[src/fbsi_pkg.sv]
// fbsi_pkg: shared constants, op and status codes, and the controller/datapath
// command and status structs for the first-byte signature index.
// No dependencies.
package fbsi_pkg;

  // Table geometry
  localparam int MAX_ENTRIES = 1024;
  localparam int IDX_W       = 10;   // sorted slot / entry address
  localparam int CNT_W       = 11;   // counts up to MAX_ENTRIES
  localparam int NUM_KEYS    = 256;
  localparam int KEY_W       = 8;
  localparam int GS_DEPTH    = NUM_KEYS + 1;
  localparam int GS_AW       = 9;

  // Op codes
  localparam logic [2:0] OP_CLEAR  = 3'd0;
  localparam logic [2:0] OP_LOAD   = 3'd1;
  localparam logic [2:0] OP_BUILD  = 3'd2;
  localparam logic [2:0] OP_LOOKUP = 3'd3;
  localparam logic [2:0] OP_SLOT   = 3'd4;

  // Status codes
  localparam logic [1:0] ST_OK        = 2'd0;
  localparam logic [1:0] ST_FULL      = 2'd1;
  localparam logic [1:0] ST_NOT_BUILT = 2'd2;
  localparam logic [1:0] ST_SLOT_OOR  = 2'd3;

  // Which fields a result beat carries
  typedef enum logic [1:0] {
    RK_STAT,
    RK_LOAD,
    RK_LOOK,
    RK_SLOT
  } res_kind_t;

  // Controller -> datapath
  typedef struct packed {
    logic       cap;         // capture input beat
    logic       do_clear;
    logic       do_load;
    logic       nib_clr;
    logic       idx_zero;
    logic       idx_inc;
    logic       cnt_clr_wr;  // counts[i] = 0
    logic       key_rd;      // read key/owner memories
    logic       key_by_id;   // key read address = sorted id
    logic       cnt_by_idx;  // counts read address = i
    logic       cnt_inc_wr;  // counts[key]++ and nibble update
    logic       pfx_wr;      // group start / running sum write
    logic       gs_last;     // group_start[256]
    logic       pl_wr;       // place entry into sorted order
    logic       set_built;
    logic       res_load;
    res_kind_t  res_kind;
    logic [1:0] res_status;
  } fbsi_cmd_t;

  // Datapath -> controller
  typedef struct packed {
    logic [2:0] op;
    logic       built;
    logic       slot_oor;
    logic       idx_at_count;
    logic       idx_at_last_key;
  } fbsi_stat_t;

endpackage

[src/fbsi_ctrl.sv]
// fbsi_ctrl: sequencer for the first-byte signature index. Walks each op and
// the build passes, and owns the result valid flag.
// Depends on fbsi_pkg.
module fbsi_ctrl import fbsi_pkg::*; (
  input  logic       clk,
  input  logic       rst_n,
  input  logic       in_valid,
  output logic       in_ready,
  output logic       out_valid,
  input  logic       out_ready,
  input  fbsi_stat_t stat,
  output fbsi_cmd_t  cmd
);

  typedef enum logic [3:0] {
    S_IDLE,
    S_EXEC,
    S_CLR,
    S_CNT_RD,
    S_CNT_K,
    S_CNT_WR,
    S_PFX_RD,
    S_PFX_WR,
    S_PFX_END,
    S_PL_RD,
    S_PL_K,
    S_PL_WR,
    S_LOOK_R,
    S_SLOT_B,
    S_SLOT_R
  } state_t;

  state_t state_r, state_nxt;
  logic   out_valid_r, out_valid_nxt;
  logic   out_free;

  assign out_free  = !out_valid_r || out_ready;
  assign in_ready  = (state_r == S_IDLE);
  assign out_valid = out_valid_r;

  // Next state and commands
  always_comb begin
    state_nxt = state_r;
    cmd       = '0;
    cmd.res_kind   = RK_STAT;
    cmd.res_status = ST_OK;
    case (state_r)
      S_IDLE: begin
        if (in_valid) begin
          cmd.cap   = 1'b1;
          state_nxt = S_EXEC;
        end
      end
      S_EXEC: begin
        case (stat.op)
          OP_BUILD: begin
            cmd.nib_clr  = 1'b1;
            cmd.idx_zero = 1'b1;
            state_nxt    = S_CLR;
          end
          OP_LOOKUP: begin
            if (stat.built) begin
              state_nxt = S_LOOK_R;
            end else if (out_free) begin
              cmd.res_load   = 1'b1;
              cmd.res_status = ST_NOT_BUILT;
              state_nxt      = S_IDLE;
            end
          end
          OP_SLOT: begin
            if (stat.built && !stat.slot_oor) begin
              state_nxt = S_SLOT_B;
            end else if (out_free) begin
              cmd.res_load   = 1'b1;
              cmd.res_status = stat.built ? ST_SLOT_OOR : ST_NOT_BUILT;
              state_nxt      = S_IDLE;
            end
          end
          OP_CLEAR: begin
            if (out_free) begin
              cmd.do_clear = 1'b1;
              cmd.res_load = 1'b1;
              state_nxt    = S_IDLE;
            end
          end
          OP_LOAD: begin
            if (out_free) begin
              cmd.do_load  = 1'b1;
              cmd.res_load = 1'b1;
              cmd.res_kind = RK_LOAD;
              state_nxt    = S_IDLE;
            end
          end
          default: begin
            if (out_free) begin
              cmd.res_load = 1'b1;
              state_nxt    = S_IDLE;
            end
          end
        endcase
      end
      // Zero the bucket counters
      S_CLR: begin
        cmd.cnt_clr_wr = 1'b1;
        if (stat.idx_at_last_key) begin
          cmd.idx_zero = 1'b1;
          state_nxt    = S_CNT_RD;
        end else begin
          cmd.idx_inc = 1'b1;
        end
      end
      // Histogram pass
      S_CNT_RD: begin
        if (stat.idx_at_count) begin
          cmd.idx_zero = 1'b1;
          state_nxt    = S_PFX_RD;
        end else begin
          cmd.key_rd = 1'b1;
          state_nxt  = S_CNT_K;
        end
      end
      S_CNT_K: state_nxt = S_CNT_WR;
      S_CNT_WR: begin
        cmd.cnt_inc_wr = 1'b1;
        cmd.idx_inc    = 1'b1;
        state_nxt      = S_CNT_RD;
      end
      // Prefix sum into group starts
      S_PFX_RD: begin
        cmd.cnt_by_idx = 1'b1;
        state_nxt      = S_PFX_WR;
      end
      S_PFX_WR: begin
        cmd.pfx_wr  = 1'b1;
        cmd.idx_inc = 1'b1;
        state_nxt   = stat.idx_at_last_key ? S_PFX_END : S_PFX_RD;
      end
      S_PFX_END: begin
        cmd.gs_last  = 1'b1;
        cmd.idx_zero = 1'b1;
        state_nxt    = S_PL_RD;
      end
      // Placement pass
      S_PL_RD: begin
        if (stat.idx_at_count) begin
          if (out_free) begin
            cmd.set_built = 1'b1;
            cmd.res_load  = 1'b1;
            state_nxt     = S_IDLE;
          end
        end else begin
          cmd.key_rd = 1'b1;
          state_nxt  = S_PL_K;
        end
      end
      S_PL_K: state_nxt = S_PL_WR;
      S_PL_WR: begin
        cmd.pl_wr   = 1'b1;
        cmd.idx_inc = 1'b1;
        state_nxt   = S_PL_RD;
      end
      S_LOOK_R: begin
        if (out_free) begin
          cmd.res_load = 1'b1;
          cmd.res_kind = RK_LOOK;
          state_nxt    = S_IDLE;
        end
      end
      S_SLOT_B: begin
        cmd.key_rd    = 1'b1;
        cmd.key_by_id = 1'b1;
        state_nxt     = S_SLOT_R;
      end
      S_SLOT_R: begin
        if (out_free) begin
          cmd.res_load = 1'b1;
          cmd.res_kind = RK_SLOT;
          state_nxt    = S_IDLE;
        end
      end
      default: state_nxt = S_IDLE;
    endcase
  end

  // Result valid: set on load, cleared when the beat is taken
  always_comb begin
    if (cmd.res_load) begin
      out_valid_nxt = 1'b1;
    end else if (out_ready) begin
      out_valid_nxt = 1'b0;
    end else begin
      out_valid_nxt = out_valid_r;
    end
  end

  always_ff @(posedge clk) begin
    if (!rst_n) begin
      state_r     <= S_IDLE;
      out_valid_r <= 1'b0;
    end else begin
      state_r     <= state_nxt;
      out_valid_r <= out_valid_nxt;
    end
  end

endmodule

[config.mk]
export PLATFORM = sky130hd
export DESIGN_NAME = fbsi_ctrl
export DESIGN_NICKNAME = d
export VERILOG_FILES = /design/src/fbsi_pkg.sv /design/src/fbsi_ctrl.sv
export SDC_FILE = /design/constraint.sdc
export NUM_CORES = 1
export LEC_CHECK = 0
export BUFFER_PORTS_ARGS = -buffer_cell sky130_fd_sc_hd__buf_4
export CORE_MARGIN = 2
export CORE_UTILIZATION = 41
export CTS_CLUSTER_DIAMETER = 50
export CTS_CLUSTER_SIZE = 12
export DETAILED_ROUTE_END_ITERATION = 10
export PLACE_DENSITY_LB_ADDON = 0.15
export SLEW_MARGIN = 20
export SYNTH_ARGS = -nofsm -noshare
export SYNTH_HDL_FRONTEND = slang
export SYNTH_SLANG_ARGS = --single-unit
[constraint.sdc]
create_clock -name clk -period 1.6 [get_ports clk]
set_input_delay 0.32 -clock clk [delete_from_list [all_inputs] [get_ports clk]]
set_output_delay 0.32 -clock clk [all_outputs]
set_load 0.02 [all_outputs]
==> results.sh, run 1 <==
export IMPL_status="complete, but fails checks"
export IMPL_violations="setup timing"
export IMPL_dieWidth_um=46.3
export IMPL_crit_type="reg2out"
export IMPL_clockPowerShare_pct=12.9
export IMPL_fmax_mhz=517
export IMPL_fin_crit_sh_pct=121
export IMPL_cts_made_buffers=3
export IMPL_htree_levels=1
export IMPL_cellPowerDensity_nw_per_um2=689
export IMPL_crit_path_end_kind="primary output"
export IMPL_hold_viol_final=0
export IMPL_grt_pass1_vias=966
export IMPL_tns_ns=-2.44
export IMPL_dp_slack_ns=-0.143
export IMPL_grt_ovfl_total=0
export IMPL_crit_arrival_ns=1.61
export IMPL_synthArstFlopShare_pct=0
export IMPL_clock_latency_ns=0.24
export IMPL_synthCells=103
export IMPL_rsz0062_at_grt="true"
export IMPL_synth_top_area_share_pct=13.6
export IMPL_grt_usage_pct=27.0
export IMPL_combPwrFrac_pct=72.7
export IMPL_cts_root_buf="clkbuf_4"
export IMPL_peakVddDrop_mv=0.681
export IMPL_synth_area_per_cell_um2=7.13
export IMPL_synthesis_area_um2=734
export IMPL_die_y_um=46.3
export IMPL_hold_path_class="in2reg"
export IMPL_grt_max_degree=11
export IMPL_routedWlPerCell_um=21.0
export IMPL_yosysWarnings=0
export IMPL_setup_viol=19
export IMPL_drtIter0Drc=73
export IMPL_drive_above_1_share_pct=69.0
export IMPL_relSlewSlack_pct=77.2
export IMPL_p_int_mw=0.637
export IMPL_required_ns=1.28
export IMPL_syn_num_nets=114
export IMPL_final_cells=196
export IMPL_p_leak_nw=0.681
export IMPL_vias_per_cell=6.21
export IMPL_fin_area_um2=1630
export IMPL_startpoint="state_r[3]"
export IMPL_p_sw_mw=0.485
export IMPL_fp_row_count=15
export IMPL_timing_rr_start="state_r[0]"
export IMPL_grt_pass1_wl_mm=4.29
export IMPL_skew_ns=0.00494
export IMPL_num_antenna_cells=0
export IMPL_final_cell_mix="buf_4 (45), buf_6 (25), nor2_4 (7), nand2b_4 (6), a21oi_1 (6)"
export IMPL_numPortBuffers=32
export IMPL_clk_pin_slew_ns=0.05
export IMPL_layout_setup_ws_ns=-0.334
export IMPL_antenna_found_initial=0
export IMPL_ioPinCount=33
export IMPL_clock_path_buffers=2
export IMPL_vias=1217
export IMPL_initial_utilization_pct=43.0
export IMPL_ant_nets=0
export IMPL_cp_start_kind="flop"
export IMPL_synth_seq_area_share_pct=13.6
export IMPL_synth_cell_types=37
export IMPL_placed_area_um2=1200
export IMPL_worstMarginPinSlew_ns=0.341
export IMPL_fillCellCount=43
export IMPL_ys_ff_latch=5
export IMPL_cts_tree="yes"
export IMPL_dr_pass1_iters=4
export IMPL_fin_crit_ns=1.93
export IMPL_ys_flop_type="dfxtp_1"
export IMPL_synth_top_cell_by_area="dfxtp_1"
export IMPL_gp_congestion=0.882
export IMPL_hp_start="rst_n"
export IMPL_nNetsFinal=183
export IMPL_dp_hpwl_mm=1.95
export IMPL_totalWireLength_mm=4.12
export IMPL_path_max_fanout=2
export IMPL_slew_violations=0
export IMPL_dpl_cell_count=182
export IMPL_drc=0
export IMPL_synth_edf_count=0
export IMPL_areaGrowthSynthToFinish_pct=122
export IMPL_synth_area_leaders="dfxtp_1 (14%), nand2b_1 (8.5%), nor4b_4 (6.5%), nor2_1 (6.1%), a21oi_1 (4.8%)"
export IMPL_max_cap_violations=0
export IMPL_pwr_share_seq_pct=14.4
export IMPL_switching_share_pct=43.2
export IMPL_total_power_mw=1.12
export IMPL_clock_sinks=5
export IMPL_final_common_cell="buf_4"
export IMPL_die_area_um2=2150
export IMPL_core_um2=1710
==> synth_stat cells (2+ instances only) <==
| master | instances |
|---|---|
| a31oi_1 | 3 |
| a21o_1 | 2 |
| o21ai_0 | 3 |
| nand2b_1 | 10 |
| o21a_1 | 3 |
| dfxtp_1 | 5 |
| a21oi_1 | 7 |
| a21boi_1 | 2 |
| buf_6 | 3 |
| o2bb2ai_1 | 2 |
| inv_1 | 3 |
| buf_2 | 3 |
| and2_1 | 2 |
| nor3_1 | 5 |
| nor2_1 | 12 |
| o31a_1 | 2 |
| nor3b_1 | 2 |
| nor4b_4 | 2 |
| nand2_1 | 8 |
| nor2b_1 | 4 |
| a31o_2 | 2 |
| nor4_1 | 3 |
==> per-stage QoR <==
stage	hold WS [ns]	utilization, %
global route	0.368	95.4
global placement	0.606	70.1
detailed placement	0.598	70.1
finish	0.363	95.4
floorplan	0.448	-
CTS	0.359	79.9
==> layout make-up <==
class                           instances  area, um^2  share of cell area, %
Clock buffer                            4        26.3                   1.61
Inverter                                3        11.3                  0.691
Tap cell                               25        31.3                   1.92
Multi-Input combinational cell         87         803                   49.3
Sequential cell                         5         108                   6.61
Timing Repair Buffer                   72         649                   39.9
==> registers in the layout, indices dropped and copies added, names as in the netlist <==
signal	count
out_valid	1
state_r	4
==> worst max-delay path: stages, from the launching register on <==
cell     delay (ns)
dfxtp_2        0.33
nor4b_4        0.34
nand2_2        0.14
nor4b_4        0.27
a21o_1         0.16
buf_6          0.13
==> path summary, 6_finish.rpt <==
check / end / slack, ns / cells past startpoint
worst max-delay path: cmd[2] / -0.33 / 5
worst min-delay path: state_r[1] / 0.36 / 2
worst max register to register: state_r[1] / 0 / 8
worst min register to register: out_valid / 0.70 / 3
==> metal layers <==
layer	vias up	global-route usage, %	routed length [um]
li1	524	-	-
met1	574	34.5	1550
met2	97	47.2	2030
met3	22	1.96	344
met4	0	8.57	186
met5	-	0	0
==> power groups by stage <==
stage	sequential, mW	clock [mW]	combinational [mW]
after floorplan	0.154	0	0.301
final	0.162	0.144	0.816
after detailed placement	0.158	0	0.529
after global placement	0.157	0	0.520
after global routing	0.162	0.154	0.838
after CTS	0.158	0.144	0.628
==> cell families (layout without fill, tap and decap cells) <==
kind of cell / count (synthesis) / after routing / synth area share [%]
DFF: 5 / 5 / 13.6
AOI/OAI and AO/OA: 35 / 35 / 33.9
buffers and inverters: 11 / 79 / 10.2
and+or+nand+nor: 52 / 52 / 42.2
==> what timing repair did <==
item | in CTS | in global routing
pin swaps | 9 | 17
setup endpoints to repair | 20 | 21
setup buffers | 6 | 5
gates resized for setup | 25 | 53
hold buffers | 0 | 0
endpoints found under the hold margin | 0 | 0
Power figures use the tool's default switching activity.
==> run 2, diff against run 1 <==
Settings changed: CAP_MARGIN set to 40, CELL_PAD_IN_SITES_DETAIL_PLACEMENT set to 1, CELL_PAD_IN_SITES_GLOBAL_PLACEMENT set to 1, CORE_UTILIZATION 41 to 28.
==> run 2 against run 1 <==
The flow still finishes with violations (setup timing). Die area increased by 42%. Utilization decreased by 27 points. Design area increased by 4.3%. First-iteration DRC count decreased by 67%. Critical endpoint is now cmd[4]. Largest cell class unchanged. Largest power group unchanged.
==> results.sh, run 2 (synthesized netlist as in run 1, its figures left out) <==
export IMPL_cp_start_kind="flop"
export IMPL_max_cap_violations=0
export IMPL_peakVddDrop_mv=0.487
export IMPL_grt_max_degree=11
export IMPL_grt_ovfl_total=0
export IMPL_gp_congestion=0.831
export IMPL_relSlewSlack_pct=73.9
export IMPL_totalWireLength_mm=4.71
export IMPL_vias_per_cell=5.68
export IMPL_setup_viol=23
export IMPL_die_y_um=55.2
export IMPL_fp_row_count=18
export IMPL_rr_worst_depth=7
export IMPL_crit_path_frequent_cell="buf_4"
export IMPL_die_area_um2=3050
export IMPL_nNetsFinal=192
export IMPL_fmax_mhz=514
export IMPL_crit_path_end_kind="primary output"
export IMPL_layout_setup_ws_ns=-0.346
export IMPL_skew_ns=0.00525
export IMPL_fin_crit_sh_pct=122
export IMPL_hold_viol_final=0
export IMPL_grt_usage_pct=21.6
export IMPL_drtIter0Drc=24
export IMPL_cellPowerDensity_nw_per_um2=685
export IMPL_dieWidth_um=55.2
export IMPL_rsz0062_at_grt="true"
export IMPL_tns_ns=-4.11
export IMPL_cts_root_buf="clkbuf_4"
export IMPL_routedWlPerCell_um=22.4
export IMPL_slew_violations=0
export IMPL_path_max_fanout=2
export IMPL_placed_area_um2=1200
export IMPL_regMostFlops="state_r"
export IMPL_max_stage_delay_ns=0.35
export IMPL_post_route_util_pct=68.6
export IMPL_drc=0
export IMPL_fillCellCount=274
export IMPL_cts_tree="yes"
export IMPL_crit_slowest_cell="dfxtp_4"
export IMPL_crit_arrival_ns=1.63
export IMPL_ioPinCount=33
export IMPL_violations="setup timing"
export IMPL_hold_depth=2
export IMPL_clk_pin_slew_ns=0.06
export IMPL_largest_register_ffs=4
export IMPL_antenna_found_initial=0
export IMPL_cts_hold_buf=0
export IMPL_dr_pass1_iters=4
export IMPL_clock_sinks=5
export IMPL_clock_latency_ns=0.25
export IMPL_grt_pass1_vias=1105
export IMPL_numPortBuffers=32
export IMPL_grt_pass1_wl_mm=5.43
export IMPL_final_cell_mix="buf_4 (59), buf_6 (18), nor2_1 (6), a21oi_1 (6)"
export IMPL_p_leak_nw=0.720
export IMPL_worstMarginPinSlew_ns=0.391
export IMPL_htree_levels=1
export IMPL_areaGrowthSynthToFinish_pct=131
export IMPL_fin_area_um2=1700
export IMPL_num_antenna_cells=0
export IMPL_drive_above_1_share_pct=70.6
export IMPL_fin_crit_ns=1.95
export IMPL_ant_nets=0
export IMPL_hold_path_class="in2reg"
export IMPL_clock_path_buffers=2
export IMPL_initial_utilization_pct=29.6
export IMPL_cts_made_buffers=3
export IMPL_status="complete, but fails checks"
export IMPL_vias=1193
export IMPL_path_cells="nor4b_4 > buf_4 > o21ai_2 > a2bb2oi_2 > nor2_1 > buf_4"
export IMPL_dp_hpwl_mm=2.35
export IMPL_crit_type="reg2out"
export IMPL_core_um2=2480
export IMPL_required_ns=1.28
export IMPL_final_common_cell="buf_4"
## run 2: changes by cell type in the layout (fill, tap and decap cells not counted), sizes merged
cell,delta
buf,+9
## run 2: metal layers
layer	track usage (%)	vias up	routed length, um
met5	0	-	0
met3	2.11	22	198
met4	4.53	0	182
met2	42.2	55	2480
li1	-	535	-
met1	24.8	581	1850
## run 2: power by group
group,switching (mW),total (mW),internal [mW]
clock network,0.0675,0.163,0.0953
registers,0.0171,0.159,0.142
logic,0.425,0.842,0.417
total,0.510,1.16,0.655
## run 2: path summary, 6_finish.rpt
check / end / slack, ns / start
setup / recovery: cmd[4] / -0.35 / state_r[3]
hold / removal: state_r[3] / 0.37 / rst_n
setup reg to reg: state_r[1] / -0.11 / state_r[3]
hold reg to reg: out_valid / 0.73 / out_valid
## run 2: what timing repair did
action | 4_1_cts | 5_1_grt
endpoints found under the setup margin | 20 | 22
setup buffers | 5 | 14
resized for setup | 28 | 52
gates cloned | 0 | 0
pin swaps | 8 | 12
## run 2: final cells by class
cell class / instances / area, um^2 / area share, %
inverter: 3 / 11.3 / 0.663
multi-input combinational: 87 / 803 / 47.3
sequential: 5 / 110 / 6.48
tap: 30 / 37.5 / 2.21
clock buffer: 4 / 26.3 / 1.55
timing repair buffer: 81 / 711 / 41.8
## run 2: stage by stage
stage	setup WS (ns)	instances	hold WS [ns]	total power, mW
global route	-0.413	210	0.350	1.23
global placement	-0.133	187	0.616	0.679
floorplan	-0.186	103	0.448	0.454
finish	-0.346	210	0.371	1.16
detailed placement	-0.167	187	0.631	0.690
CTS	-0.305	196	0.370	0.937
## run 2: worst max-delay path: cells and delay by family, from the launching register on
family / cells / cell delay [ns]
simple gates: 2 / 0.46
buf+inv: 2 / 0.36
flops: 1 / 0.35
compound gates: 2 / 0.19
